### src/hw/rtl/assert_macros.svh
// Assertion macros shared by the framer RTL.
`ifndef ASSERT_MACROS_SVH
`define ASSERT_MACROS_SVH

// Assertion on an explicit clock and active-low reset.
`define DAT_ASSERT_CLK(lbl, clk, rst_n, prop, msg) \
  lbl: assert property (@(posedge clk) disable iff (!rst_n) prop) else $error(msg);

// Assertion on the block clock clk_i and reset rst_ni.
`define DAT_ASSERT(lbl, prop, msg) \
  `DAT_ASSERT_CLK(lbl, clk_i, rst_ni, prop, msg)

`endif

### src/hw/rtl/dat_pkg.sv
// Types, constants and the digit split function of the telemetry framer.
`timescale 1ns / 1ps
package dat_pkg;

  localparam int unsigned DAT_VAL_W    = 17;
  localparam int unsigned DAT_LANES    = 3;
  localparam int unsigned DAT_DIGITS   = 5;
  localparam int unsigned DAT_CNT_W    = 4;

  localparam logic [DAT_VAL_W-1:0] DAT_VALUE_MAX = 17'd99999;
  localparam logic [7:0]           DAT_ASCII_ZERO = 8'h30;
  localparam logic [7:0]           DAT_ASCII_NINE = 8'h39;
  localparam logic [7:0]           DAT_TERMINATOR = 8'h0A;
  localparam logic [DAT_CNT_W-1:0] DAT_LAST_IDX   = 4'd15;

  // Place weights of the digit stages, index 0 is the ten-thousands place.
  localparam logic [3:0][DAT_VAL_W-1:0] DAT_WEIGHT =
    {17'd10, 17'd100, 17'd1000, 17'd10000};

  typedef logic [DAT_LANES-1:0][DAT_VAL_W-1:0]  dat_vals_t;
  typedef logic [DAT_LANES-1:0][DAT_DIGITS-1:0][3:0] dat_digits_t;

  typedef struct packed {
    logic        vld;
    dat_digits_t digits;
  } dat_frame_t;

  typedef struct packed {
    logic [3:0]           digit;
    logic [DAT_VAL_W-1:0] rem;
  } dat_split_t;

  // One decimal digit by compare and subtract; val must stay below 10 * weight.
  function automatic dat_split_t dat_digit_split(input logic [DAT_VAL_W-1:0] val,
                                                 input logic [DAT_VAL_W-1:0] weight);
    dat_split_t           res;
    logic [DAT_VAL_W-1:0] thr;
    res.digit = 4'd0;
    res.rem   = val;
    for (int k = 1; k < 10; k++) begin
      thr = DAT_VAL_W'(weight * DAT_VAL_W'(k));
      if (val >= thr) begin
        res.digit = 4'(k);
        res.rem   = val - thr;
      end
    end
    return res;
  endfunction

endpackage

### src/hw/rtl/dat_digit_pipe.sv
// Pipelined binary to decimal digit conversion, three lanes side by side.
`timescale 1ns / 1ps
`include "assert_macros.svh"
module dat_digit_pipe (
  input  logic               clk_i,
  input  logic               rst_ni,
  input  logic               start_i,
  input  dat_pkg::dat_vals_t values_i,
  output logic               busy_o,
  input  logic               take_i,
  output dat_pkg::dat_frame_t frame_o
);
  import dat_pkg::*;

  // Stage 0 clamps, stages 1..4 each resolve one place, and stage 4 also the units.
  localparam int unsigned NSTG = DAT_DIGITS;

  logic [NSTG-1:0] vld_q;
  logic [NSTG-1:0] free_w;
  dat_vals_t       rem_q [NSTG];
  dat_digits_t     dig_q [NSTG];
  dat_vals_t       rem_d [NSTG];
  dat_digits_t     dig_d [NSTG];
  logic            accept;

  // A stage may load when empty or when its content moves on.
  always_comb begin
    free_w[NSTG-1] = !vld_q[NSTG-1] || take_i;
    for (int s = NSTG - 2; s >= 0; s--) begin
      free_w[s] = !vld_q[s] || free_w[s+1];
    end
  end

  assign busy_o = !free_w[0];
  assign accept = start_i && free_w[0];

  always_comb begin
    dat_split_t sp;
    sp = '0;
    for (int l = 0; l < DAT_LANES; l++) begin
      rem_d[0][l] = (values_i[l] > DAT_VALUE_MAX) ? DAT_VALUE_MAX : values_i[l];
    end
    dig_d[0] = '0;
    for (int s = 1; s < NSTG; s++) begin
      dig_d[s] = dig_q[s-1];
      for (int l = 0; l < DAT_LANES; l++) begin
        sp = dat_digit_split(rem_q[s-1][l], DAT_WEIGHT[s-1]);
        rem_d[s][l]      = sp.rem;
        dig_d[s][l][s-1] = sp.digit;
        if (s == NSTG - 1) begin
          dig_d[s][l][DAT_DIGITS-1] = sp.rem[3:0];
        end
      end
    end
  end

  always_ff @(posedge clk_i or negedge rst_ni) begin
    if (!rst_ni) begin
      vld_q <= '0;
    end else begin
      if (free_w[0]) begin
        vld_q[0] <= start_i;
      end
      for (int s = 1; s < NSTG; s++) begin
        if (free_w[s]) begin
          vld_q[s] <= vld_q[s-1];
        end
      end
    end
  end

  always_ff @(posedge clk_i) begin
    if (accept) begin
      rem_q[0] <= rem_d[0];
      dig_q[0] <= dig_d[0];
    end
    for (int s = 1; s < NSTG; s++) begin
      if (free_w[s] && vld_q[s-1]) begin
        rem_q[s] <= rem_d[s];
        dig_q[s] <= dig_d[s];
      end
    end
  end

  assign frame_o.vld    = vld_q[NSTG-1];
  assign frame_o.digits = dig_q[NSTG-1];

  // A finished transaction that is not taken holds its digits.
  `DAT_ASSERT(a_hold_on_stall,
    frame_o.vld && !take_i |=> frame_o.vld && $stable(frame_o.digits),
    "digit pipe lost or changed a stalled result")
  // Nothing enters while the first stage is blocked.
  `DAT_ASSERT(a_busy_blocks,
    busy_o |-> vld_q[0],
    "busy raised with an empty input stage")

endmodule

### src/hw/rtl/decimal_ascii_telemetry_framer_unit.sv
// Top level of the decimal ASCII telemetry framer.
//
//  channel  | handshake                 | payload
//  ---------+---------------------------+-------------------------------------------
//  input    | start_i, busy_o           | voltage_value_i, current_value_i,
//           |                           | setpoint_value_i (17 bits each)
//  output   | frame_strobe_o            | frame_byte_o (8 bits), frame_last_o
//
//  Each transaction yields 16 bytes, one per cycle; the byte serializer sets the
//  sustained transaction rate.
//  After the accepting edge a transaction passes the five digit stages, then the serializer register, when it is free.
//  The five-stage digit pipe buffers up to five transactions behind the one
//  being serialized; busy_o rises only when all of them are full.
//  Reset clears valid bits and the serializer; the receiver cannot stall.
`timescale 1ns / 1ps
`include "assert_macros.svh"
module decimal_ascii_telemetry_framer_unit (
  input  logic                         clk_i,
  input  logic                         rst_ni,
  input  logic                         start_i,
  output logic                         busy_o,
  input  logic [dat_pkg::DAT_VAL_W-1:0] voltage_value_i,
  input  logic [dat_pkg::DAT_VAL_W-1:0] current_value_i,
  input  logic [dat_pkg::DAT_VAL_W-1:0] setpoint_value_i,
  output logic                         frame_strobe_o,
  output logic [7:0]                   frame_byte_o,
  output logic                         frame_last_o
);
  import dat_pkg::*;

  dat_vals_t                  values;
  dat_frame_t                 pipe_frame;
  logic                       take;
  logic                       act_q, act_d;
  logic [DAT_CNT_W-1:0]       cnt_q, cnt_d;
  dat_digits_t                frame_q;
  logic [DAT_LANES*DAT_DIGITS-1:0][3:0] flat;
  logic                       is_last;

  assign values[0] = voltage_value_i;
  assign values[1] = current_value_i;
  assign values[2] = setpoint_value_i;

  dat_digit_pipe u_pipe (
    .clk_i    (clk_i),
    .rst_ni   (rst_ni),
    .start_i  (start_i),
    .values_i (values),
    .busy_o   (busy_o),
    .take_i   (take),
    .frame_o  (pipe_frame)
  );

  assign is_last = (cnt_q == DAT_LAST_IDX);
  // Serializer reloads on the terminator cycle so frames run back to back.
  assign take    = !act_q || is_last;

  always_comb begin
    act_d = act_q;
    cnt_d = cnt_q;
    if (take) begin
      act_d = pipe_frame.vld;
      cnt_d = '0;
    end else begin
      cnt_d = cnt_q + 1'b1;
    end
  end

  always_ff @(posedge clk_i or negedge rst_ni) begin
    if (!rst_ni) begin
      act_q <= 1'b0;
      cnt_q <= '0;
    end else begin
      act_q <= act_d;
      cnt_q <= cnt_d;
    end
  end

  always_ff @(posedge clk_i) begin
    if (take && pipe_frame.vld) begin
      frame_q <= pipe_frame.digits;
    end
  end

  assign flat = frame_q;

  always_comb begin
    if (is_last) begin
      frame_byte_o = DAT_TERMINATOR;
    end else begin
      frame_byte_o = DAT_ASCII_ZERO + {4'b0000, flat[cnt_q]};
    end
  end

  assign frame_strobe_o = act_q;
  assign frame_last_o   = act_q && is_last;

  // A frame runs without gaps up to its terminator.
  `DAT_ASSERT(a_frame_contiguous,
    frame_strobe_o && !frame_last_o |=> frame_strobe_o && !$stable(cnt_q),
    "frame interrupted before terminator")
  // Digit bytes stay within the ASCII digit range.
  `DAT_ASSERT(a_digit_range,
    frame_strobe_o && !frame_last_o |->
      frame_byte_o >= DAT_ASCII_ZERO && frame_byte_o <= DAT_ASCII_NINE,
    "non-digit byte inside frame")
  // A new frame starts at byte zero.
  `DAT_ASSERT(a_frame_start,
    $rose(frame_strobe_o) |-> cnt_q == '0,
    "frame started mid-count")

endmodule
### config.mk
export PLATFORM = sky130hd
export DESIGN_NAME = decimal_ascii_telemetry_framer_unit
export DESIGN_NICKNAME = d
export VERILOG_FILES = /design/src/hw/rtl/dat_pkg.sv /design/src/hw/rtl/dat_digit_pipe.sv /design/src/hw/rtl/decimal_ascii_telemetry_framer_unit.sv
export VERILOG_INCLUDE_DIRS = /design/src /design/src/hw/rtl
export SDC_FILE = /design/constraint.sdc
export NUM_CORES = 1
export LEC_CHECK = 0
export ABC_AREA = 1
export BUFFER_PORTS_ARGS = -buffer_cell sky130_fd_sc_hd__buf_2
export CORE_ASPECT_RATIO = 1.1
export CORE_UTILIZATION = 28
export CTS_CLUSTER_DIAMETER = 30
export DETAILED_ROUTE_END_ITERATION = 12
export GPL_TIMING_DRIVEN = 1
export SLEW_MARGIN = 20
export SYNTH_ARGS = -nofsm -noshare
export SYNTH_HDL_FRONTEND = slang
export SYNTH_SLANG_ARGS = --single-unit
### constraint.sdc
create_clock -name clk_i -period 13.6 [get_ports clk_i]
set_clock_uncertainty 0.15 [all_clocks]
set_input_delay 0.68 -clock clk_i [delete_from_list [all_inputs] [get_ports clk_i]]
set_output_delay 0.68 -clock clk_i [all_outputs]
set_load 0.02 [all_outputs]
# Word level (Yosys, flattened, before mapping)
# Memory sizes are Yosys's and may differ from the RTL's. A register that Yosys moved wholly into a read port is not among the register bits.
# Index checks and enable logic that the tools add are counted.
dict set report totals {
  ram_bits 555
  n_memories 2
  regBits 10
  out_inout_bits 11
  elab_cells 377
  input_bits 54
}
# name depth word_bits rd rd_ports_with_merged_regs wr line
set mem_list {}
lappend mem_list {u_pipe.dig_q 5 60 5 1 5 dat_digit_pipe.sv:21} ;# dat_digits_t dig_q [NSTG];
lappend mem_list {u_pipe.rem_q 5 51 4 0 5 dat_digit_pipe.sv:20} ;# dat_vals_t rem_q [NSTG];
dict set report classes {
  muxes 125
  n_reduce_logical 20
  add_sub_neg 110
  eq_ne 1
  order_cmp 112
}
# cell count
set op_table {}
lappend op_table {{2-to-1 mux 20 bit} 48}
lappend op_table {{2-to-1 mux 21 bit} 24}
lappend op_table {{2-to-1 mux 19 bit} 24}
lappend op_table {{>= comparator 17 x 10 -> 1 bit, second input constant} 15}
lappend op_table {{subtractor 17 x 10 -> 17 bit, second input constant} 15}
lappend op_table {{2-to-1 mux 18 bit} 12}
lappend op_table {{>= comparator 17 x 13 -> 1 bit, second input constant} 12}
lappend op_table {{>= comparator 17 x 7 -> 1 bit, second input constant} 12}
lappend op_table {{subtractor 17 x 13 -> 17 bit, second input constant} 12}
lappend op_table {{subtractor 17 x 7 -> 17 bit, second input constant} 12}
lappend op_table {{>= comparator 17 x 16 -> 1 bit, second input constant} 9}
lappend op_table {{>= comparator 17 bit, second input constant} 9}
lappend op_table {{>= comparator 17 x 6 -> 1 bit, second input constant} 9}
lappend op_table {{>= comparator 17 x 9 -> 1 bit, second input constant} 9}
lappend op_table {{subtractor 17 x 16 -> 17 bit, second input constant} 9}
lappend op_table {{subtractor 17 bit, second input constant} 9}
lappend op_table {{subtractor 17 x 6 -> 17 bit, second input constant} 9}
lappend op_table {{subtractor 17 x 9 -> 17 bit, second input constant} 9}
lappend op_table {{>= comparator 17 x 12 -> 1 bit, second input constant} 6}
lappend op_table {{>= comparator 17 x 14 -> 1 bit, second input constant} 6}
lappend op_table {{>= comparator 17 x 15 -> 1 bit, second input constant} 6}
lappend op_table {{>= comparator 17 x 5 -> 1 bit, second input constant} 6}
lappend op_table {{subtractor 17 x 12 -> 17 bit, second input constant} 6}
lappend op_table {{subtractor 17 x 14 -> 17 bit, second input constant} 6}
lappend op_table {{other kinds (21)} 74}

# Depth between registers and ports, before layout
# An unclocked memory read counts as a cell.
dict set report depth {
  depth_word 11
  depth_mapped 21
  ltp_nobuf 21
}

# Hierarchy
# From an unflattened synthesis, not the netlist that was laid out.
dict set report hier_totals {
  cells_unflattened 5190
  area_unflattened_um2 35567.9
}
# mod cells_each area_per_inst_um2 seq_area_each_um2 instances
set modules_own_cells {}
lappend modules_own_cells {dat_digit_pipe 4939 32770.2 10214.8 1}
lappend modules_own_cells {decimal_ascii_telemetry_framer_unit 251 2797.7 1926.8 1}

# Worst setup path after synthesis
# Ideal clock, no wire load.
dict set report synth_path {
  path_type {register to register}
  from {register cnt_q[0]}
  to {memory u_pipe.dig_q[2][0] in the netlist's numbering, enable pin}
  path_buffers 0
  required_time_ns 12.940
  path_slack_ns 8.442
  path_stages_with_launch 12
  t_arrival_ns 4.498
  cell_sequence {dfrtp_1 -> ha_1 -> nand2_1 -> inv_1 -> nand2_1 -> nand2_1 -> nor2_1 -> inv_1 -> nor2_1 -> inv_1 -> nor2_1 -> nor2_1}
}
# item line
set synth_rtl {}
lappend synth_rtl {{start: declaration} decimal_ascii_telemetry_framer_unit.sv:35} ;# logic [DAT_CNT_W-1:0] cnt_q, cnt_d;
lappend synth_rtl {{start signal: assignment} decimal_ascii_telemetry_framer_unit.sv:75} ;# cnt_q <= cnt_d;
lappend synth_rtl {{end: declaration} dat_digit_pipe.sv:21}

# Worst setup path after layout
dict set report layout_path {
  from {register cnt_q[0]}
  to {output busy_o}
}
dict set report layout_between {
  elab_chain_cells 8
}
# item line
set layout_rtl {}
lappend layout_rtl {{equality test 4 bit} decimal_ascii_telemetry_framer_unit.sv:54} ;# assign is_last = (cnt_q == DAT_LAST_IDX);
lappend layout_rtl {{logical OR 1 bit} decimal_ascii_telemetry_framer_unit.sv:56} ;# assign take = !act_q || is_last;
lappend layout_rtl {{logical OR 1 bit} dat_digit_pipe.sv:28} ;# free_w[NSTG-1] = !vld_q[NSTG-1] || take_i;
lappend layout_rtl {{logical OR 1 bit (4 in a row)} dat_digit_pipe.sv:30} ;# free_w[s] = !vld_q[s] || free_w[s+1];
lappend layout_rtl {{zero test 1 bit} dat_digit_pipe.sv:34} ;# assign busy_o = !free_w[0];
lappend layout_rtl {{end: declaration} decimal_ascii_telemetry_framer_unit.sv:21} ;# output logic busy_o,
# No other way between the ends.

==> qor_table.md <==
| Parameter | This run | Unit |
|---|---|---|
| Run status | finished, final reports clean | - |
| Vert. Die Dim | 377.8 | microns |
| Power per Cell Area | 104.8 | nW/um^2 |
| Total leakage power | 0.01696 | uW |
| Final antenna-violating net count | 0 | - |
| Critical path startpoint category | register | - |
| Core area | 127000 | sq um |
| Cell family with most CP delay | simple AND/OR/NAND/NOR gates | - |
| Post-Place Worst Slack | 9.794 | ns |
| Total Negative Setup Slacks | 0 | ns |
| Number of enable-type register cells in the synthesized netlist | 396 | - |
| Maximum capacitance violations | 0 | - |
| Via count | 36.21k | - |
| Starting DRT DRC Count | 3819 | - |
| Leading cell types in the layout, fill and taps excluded | sky130_fd_sc_hd__nand2_1 (1523), sky130_fd_sc_hd__nor2_1 (586), sky130_fd_sc_hd__inv_1 (578) | - |
| Number of distinct library cell variants in the gate-level netlist after synthesis | 74 | - |
| Max transition margin | 0.2841 | - |
| Count of clock tree sinks | 406 | - |
| Max incr delay on CP | 0.71 | ns |
| Arrival @ worst endpoint | 3.61 | ns |
| Final Critical Period | 4.444 | ns |
| Leading cell type in the layout, fill and taps excluded | sky130_fd_sc_hd__nand2_1 | - |
| Number of rows in the core area | 137 | - |
| Hold bufs inserted after CTS | 1 | - |
| Global-route layer with the greatest usage | met2 | - |
| Post-detailed-route wirelength per cell | 17.02 | microns |
| Worst setup EP type | output pin | - |
| Peak fanout along the critical path | 33 | - |
| Maximum vdd ir drop | 0.1446 | mV |
| Wire length after detailed routing | 119500 | microns |
| Final slew viol count | 0 | - |
| Vias in the first global route | 34.37k | - |
| Required time of the critical path | 12.77 | ns |
| Initial standard-cell utilization of the core | 0.2830 | - |
| Global-route track usage on met2 | 0.2946 | - |
| Slack of the critical path | 9.156 | ns |
| Worst min-delay path class | in -> reg | - |
| Post-route core utilization | 0.3191 | - |
| DRC viols | 0 | - |
| Async set or reset register ratio after synthesis | 0.02463 | - |
| Overall Power | 4246 | uW |
| Count of port buffers added during placement | 62 | - |
| Final HPWL from detailed placement | 89650 | microns |
| Clock Tree Root | sky130_fd_sc_hd__clkbuf_16 | - |
| Die boundary width | 343.7 | microns |
| Clock latency reported for the late side of the worst-skew pair | 0.64 | ns |
| Clock-pin slew on the worst setup and hold paths | 0.05 | ns |
| Sequential element share of the synthesized area | 0.3377 | - |
| WP buf/inv | 6 | - |
| Synthesized instance count | 5276 | - |
| FMAX | 0.2250 | GHz |
| Setup repair after global routing missed its margin | false | - |
| Pin count of the biggest net entering global routing | 67 | - |
| Cell area after synthesis | 35950 | sq um |
| Antenna violations before repair | 2 | - |
| Flop and latch count out of synthesis | 406 | - |
| GRT Util Overall | 0.1794 | - |
| CP Class | reg -> out | - |
| Htree depth | 3 | - |
| Met1 Track Usage GR | 0.2355 | - |
| Met3 usage | 0.02214 | - |
| Cell with the largest stage delay on the worst path | sky130_fd_sc_hd__dfrtp_1 | - |
| Gpl congestion | 1.016 | - |
| Synthesized area per cell | 6.814 | sq um |
| Sequence of cells on the critical path | ha_1, nand2_1, inv_1, nand2_1, nand2_1, nor2_1, inv_1, nor2_1, inv_1, nor2_1, inv_1, nor2_1, inv_1, nor2_1, buf_2 | - |
| Deepest clock path buffer count | 3 | - |
| Total die area | 129800 | sq um |
| Resized Gates After CTS | 0 | - |
| CTS tree | yes | - |
| Number of inserted filler cells in the final layout | 13.68k | - |
| Post-layout net count | 5519 | - |
| Ratio of final minimum period to clock period | 0.3268 | - |
| First-pass GRT wire length | 187900 | microns |
| Final number of hold-violating endpoints | 0 | - |
| Count of final setup violators | 0 | - |
| I/O Pins | 65 | - |
| Ys Warns | 0 | - |
| Slew at the pin closest to its max-slew limit | 1.074 | ns |
| Proportion of layout cells with a drive suffix above 1 | 0.08449 | - |
| Dominant register cell in the synthesized netlist | sky130_fd_sc_hd__edfxtp_1 | - |
| Total setup buffers inserted after CTS | 0 | - |
| CTS Buf Count | 84 | - |
| Number of iterations in the first detailed-routing pass | 6 | - |
| Layout Area Growth over Synthesis | 12.72 | % |
| Vias per inst | 5.159 | - |
| Antenna diode count | 0 | - |
| GR Overflow Total | 0 | - |
## area by class of cell
class	instances	area [sq um]	area share
clock buffers	94	2140	0.05279
clock inverters	58	773.2	0.01908
inverters	677	2555	0.06304
multi-input cells	4044	20450	0.5046
flip-flops and latches	406	12140	0.2996
well taps	1668	2087	0.05150
repair buffers	71	380.4	0.009386
## final timing paths
path / start / end / slack (ns) / cells past startpoint
max: cnt_q[0] / busy_o / 9.16 / 15
min: current_value_i[15] / u_pipe.rem_q[0][32] / 0.11 / 1
max reg2reg: u_pipe.rem_q[0][91] / u_pipe.rem_q[0][149] / 9.68 / 16
min reg2reg: u_pipe.dig_q[1][42] / u_pipe.dig_q[2][42] / 0.25 / 0
max in group asynchronous: rst_ni / cnt_q[3] / 12.76 / 2
min in group asynchronous: rst_ni / cnt_q[2] / 0.33 / 2
## stage by stage
stage | hold slack (ns) | instances | instance area (sq um)
floorplan | 0.2344 | 5277 | 35960
global placement | 0.2510 | 6865 | 37600
CTS | 0.06736 | 7018 | 40520
finish | 0.1078 | 7018 | 40530
detailed placement | 0.2545 | 6865 | 37600
global route | 0.07478 | 7018 | 40530
## layer usage
metal,up-vias,part of all wire
met4,0,0.036
met1,16640,0.43
li1,17520,-
met3,305,0.073
met2,1743,0.46
met5,-,0
## power by group
group          leakage [uW]  total [uW]  internal, uW  switching (uW)
Combinational        0.0120         699           203             496
Sequential          0.00356        1490          1410            75.1
Clock               0.00139        2060          1370             687
## cells in the mapped netlist (20+ instances only)
cell | instances | share of area
sky130_fd_sc_hd__nand2_1 | 1523 | 0.16
sky130_fd_sc_hd__nor2_1 | 589 | 0.061
sky130_fd_sc_hd__inv_1 | 581 | 0.061
sky130_fd_sc_hd__a21oi_1 | 412 | 0.057
sky130_fd_sc_hd__edfxtp_1 | 396 | 0.33
sky130_fd_sc_hd__nand3_1 | 342 | 0.048
sky130_fd_sc_hd__o21ai_0 | 305 | 0.042
sky130_fd_sc_hd__ha_1 | 181 | 0.063
sky130_fd_sc_hd__xor2_1 | 82 | 0.020
sky130_fd_sc_hd__inv_2 | 79 | 0.0082
sky130_fd_sc_hd__buf_2 | 71 | 0.0099
sky130_fd_sc_hd__nand4_1 | 67 | 0.012
sky130_fd_sc_hd__nor3_1 | 62 | 0.0086
sky130_fd_sc_hd__o21ai_1 | 56 | 0.0078
sky130_fd_sc_hd__a31oi_1 | 50 | 0.0087
sky130_fd_sc_hd__o211ai_1 | 40 | 0.0084
sky130_fd_sc_hd__buf_4 | 38 | 0.0079
sky130_fd_sc_hd__clkbuf_1 | 34 | 0.0035
sky130_fd_sc_hd__nand2_2 | 34 | 0.0059
sky130_fd_sc_hd__or2_2 | 34 | 0.0059
sky130_fd_sc_hd__nor2_2 | 32 | 0.0056
sky130_fd_sc_hd__o22ai_1 | 23 | 0.0040
sky130_fd_sc_hd__nand3b_1 | 20 | 0.0042
## cell families (layout without fill, tap and decap cells)
logic type	Yosys count	in the layout	synth area share
other	1	2	0.0001043
AND/OR/NAND/NOR	2772	2772	0.3271
adder cells (fa/ha/maj)	181	181	0.06299
flip-flops	406	406	0.3377
AO/OA/AOI/OAI	990	990	0.1536
XOR/XNOR	99	99	0.02412
buffers and inverters	827	900	0.09442
## state kept, by name (all words and copies together) (netlist names)
register and flops:
cnt_q 4, flat 60, frame_strobe_o 1, u_pipe.dig_q 132, u_pipe.rem_q 204, u_pipe.vld_q 5
## worst reg2reg max path, stage by stage, from the launching register on
cell,delay (ns)
sky130_fd_sc_hd__edfxtp_1,0.74
sky130_fd_sc_hd__inv_1,0.45
sky130_fd_sc_hd__ha_1,0.34
sky130_fd_sc_hd__inv_1,0.10
sky130_fd_sc_hd__nand3_1,0.10
sky130_fd_sc_hd__nand2_1,0.14
sky130_fd_sc_hd__nor2_1,0.05
sky130_fd_sc_hd__o21ai_1,0.45
sky130_fd_sc_hd__inv_1,0.38
sky130_fd_sc_hd__nand3_1,0.19
sky130_fd_sc_hd__nand3_1,0.13
sky130_fd_sc_hd__nand2_1,0.13
sky130_fd_sc_hd__nand2_1,0.06
sky130_fd_sc_hd__nand2_1,0.05
sky130_fd_sc_hd__nand2_1,0.07
sky130_fd_sc_hd__nand3_1,0.08
sky130_fd_sc_hd__nand2_1,0.06
(Power assumes the default switching activity.)
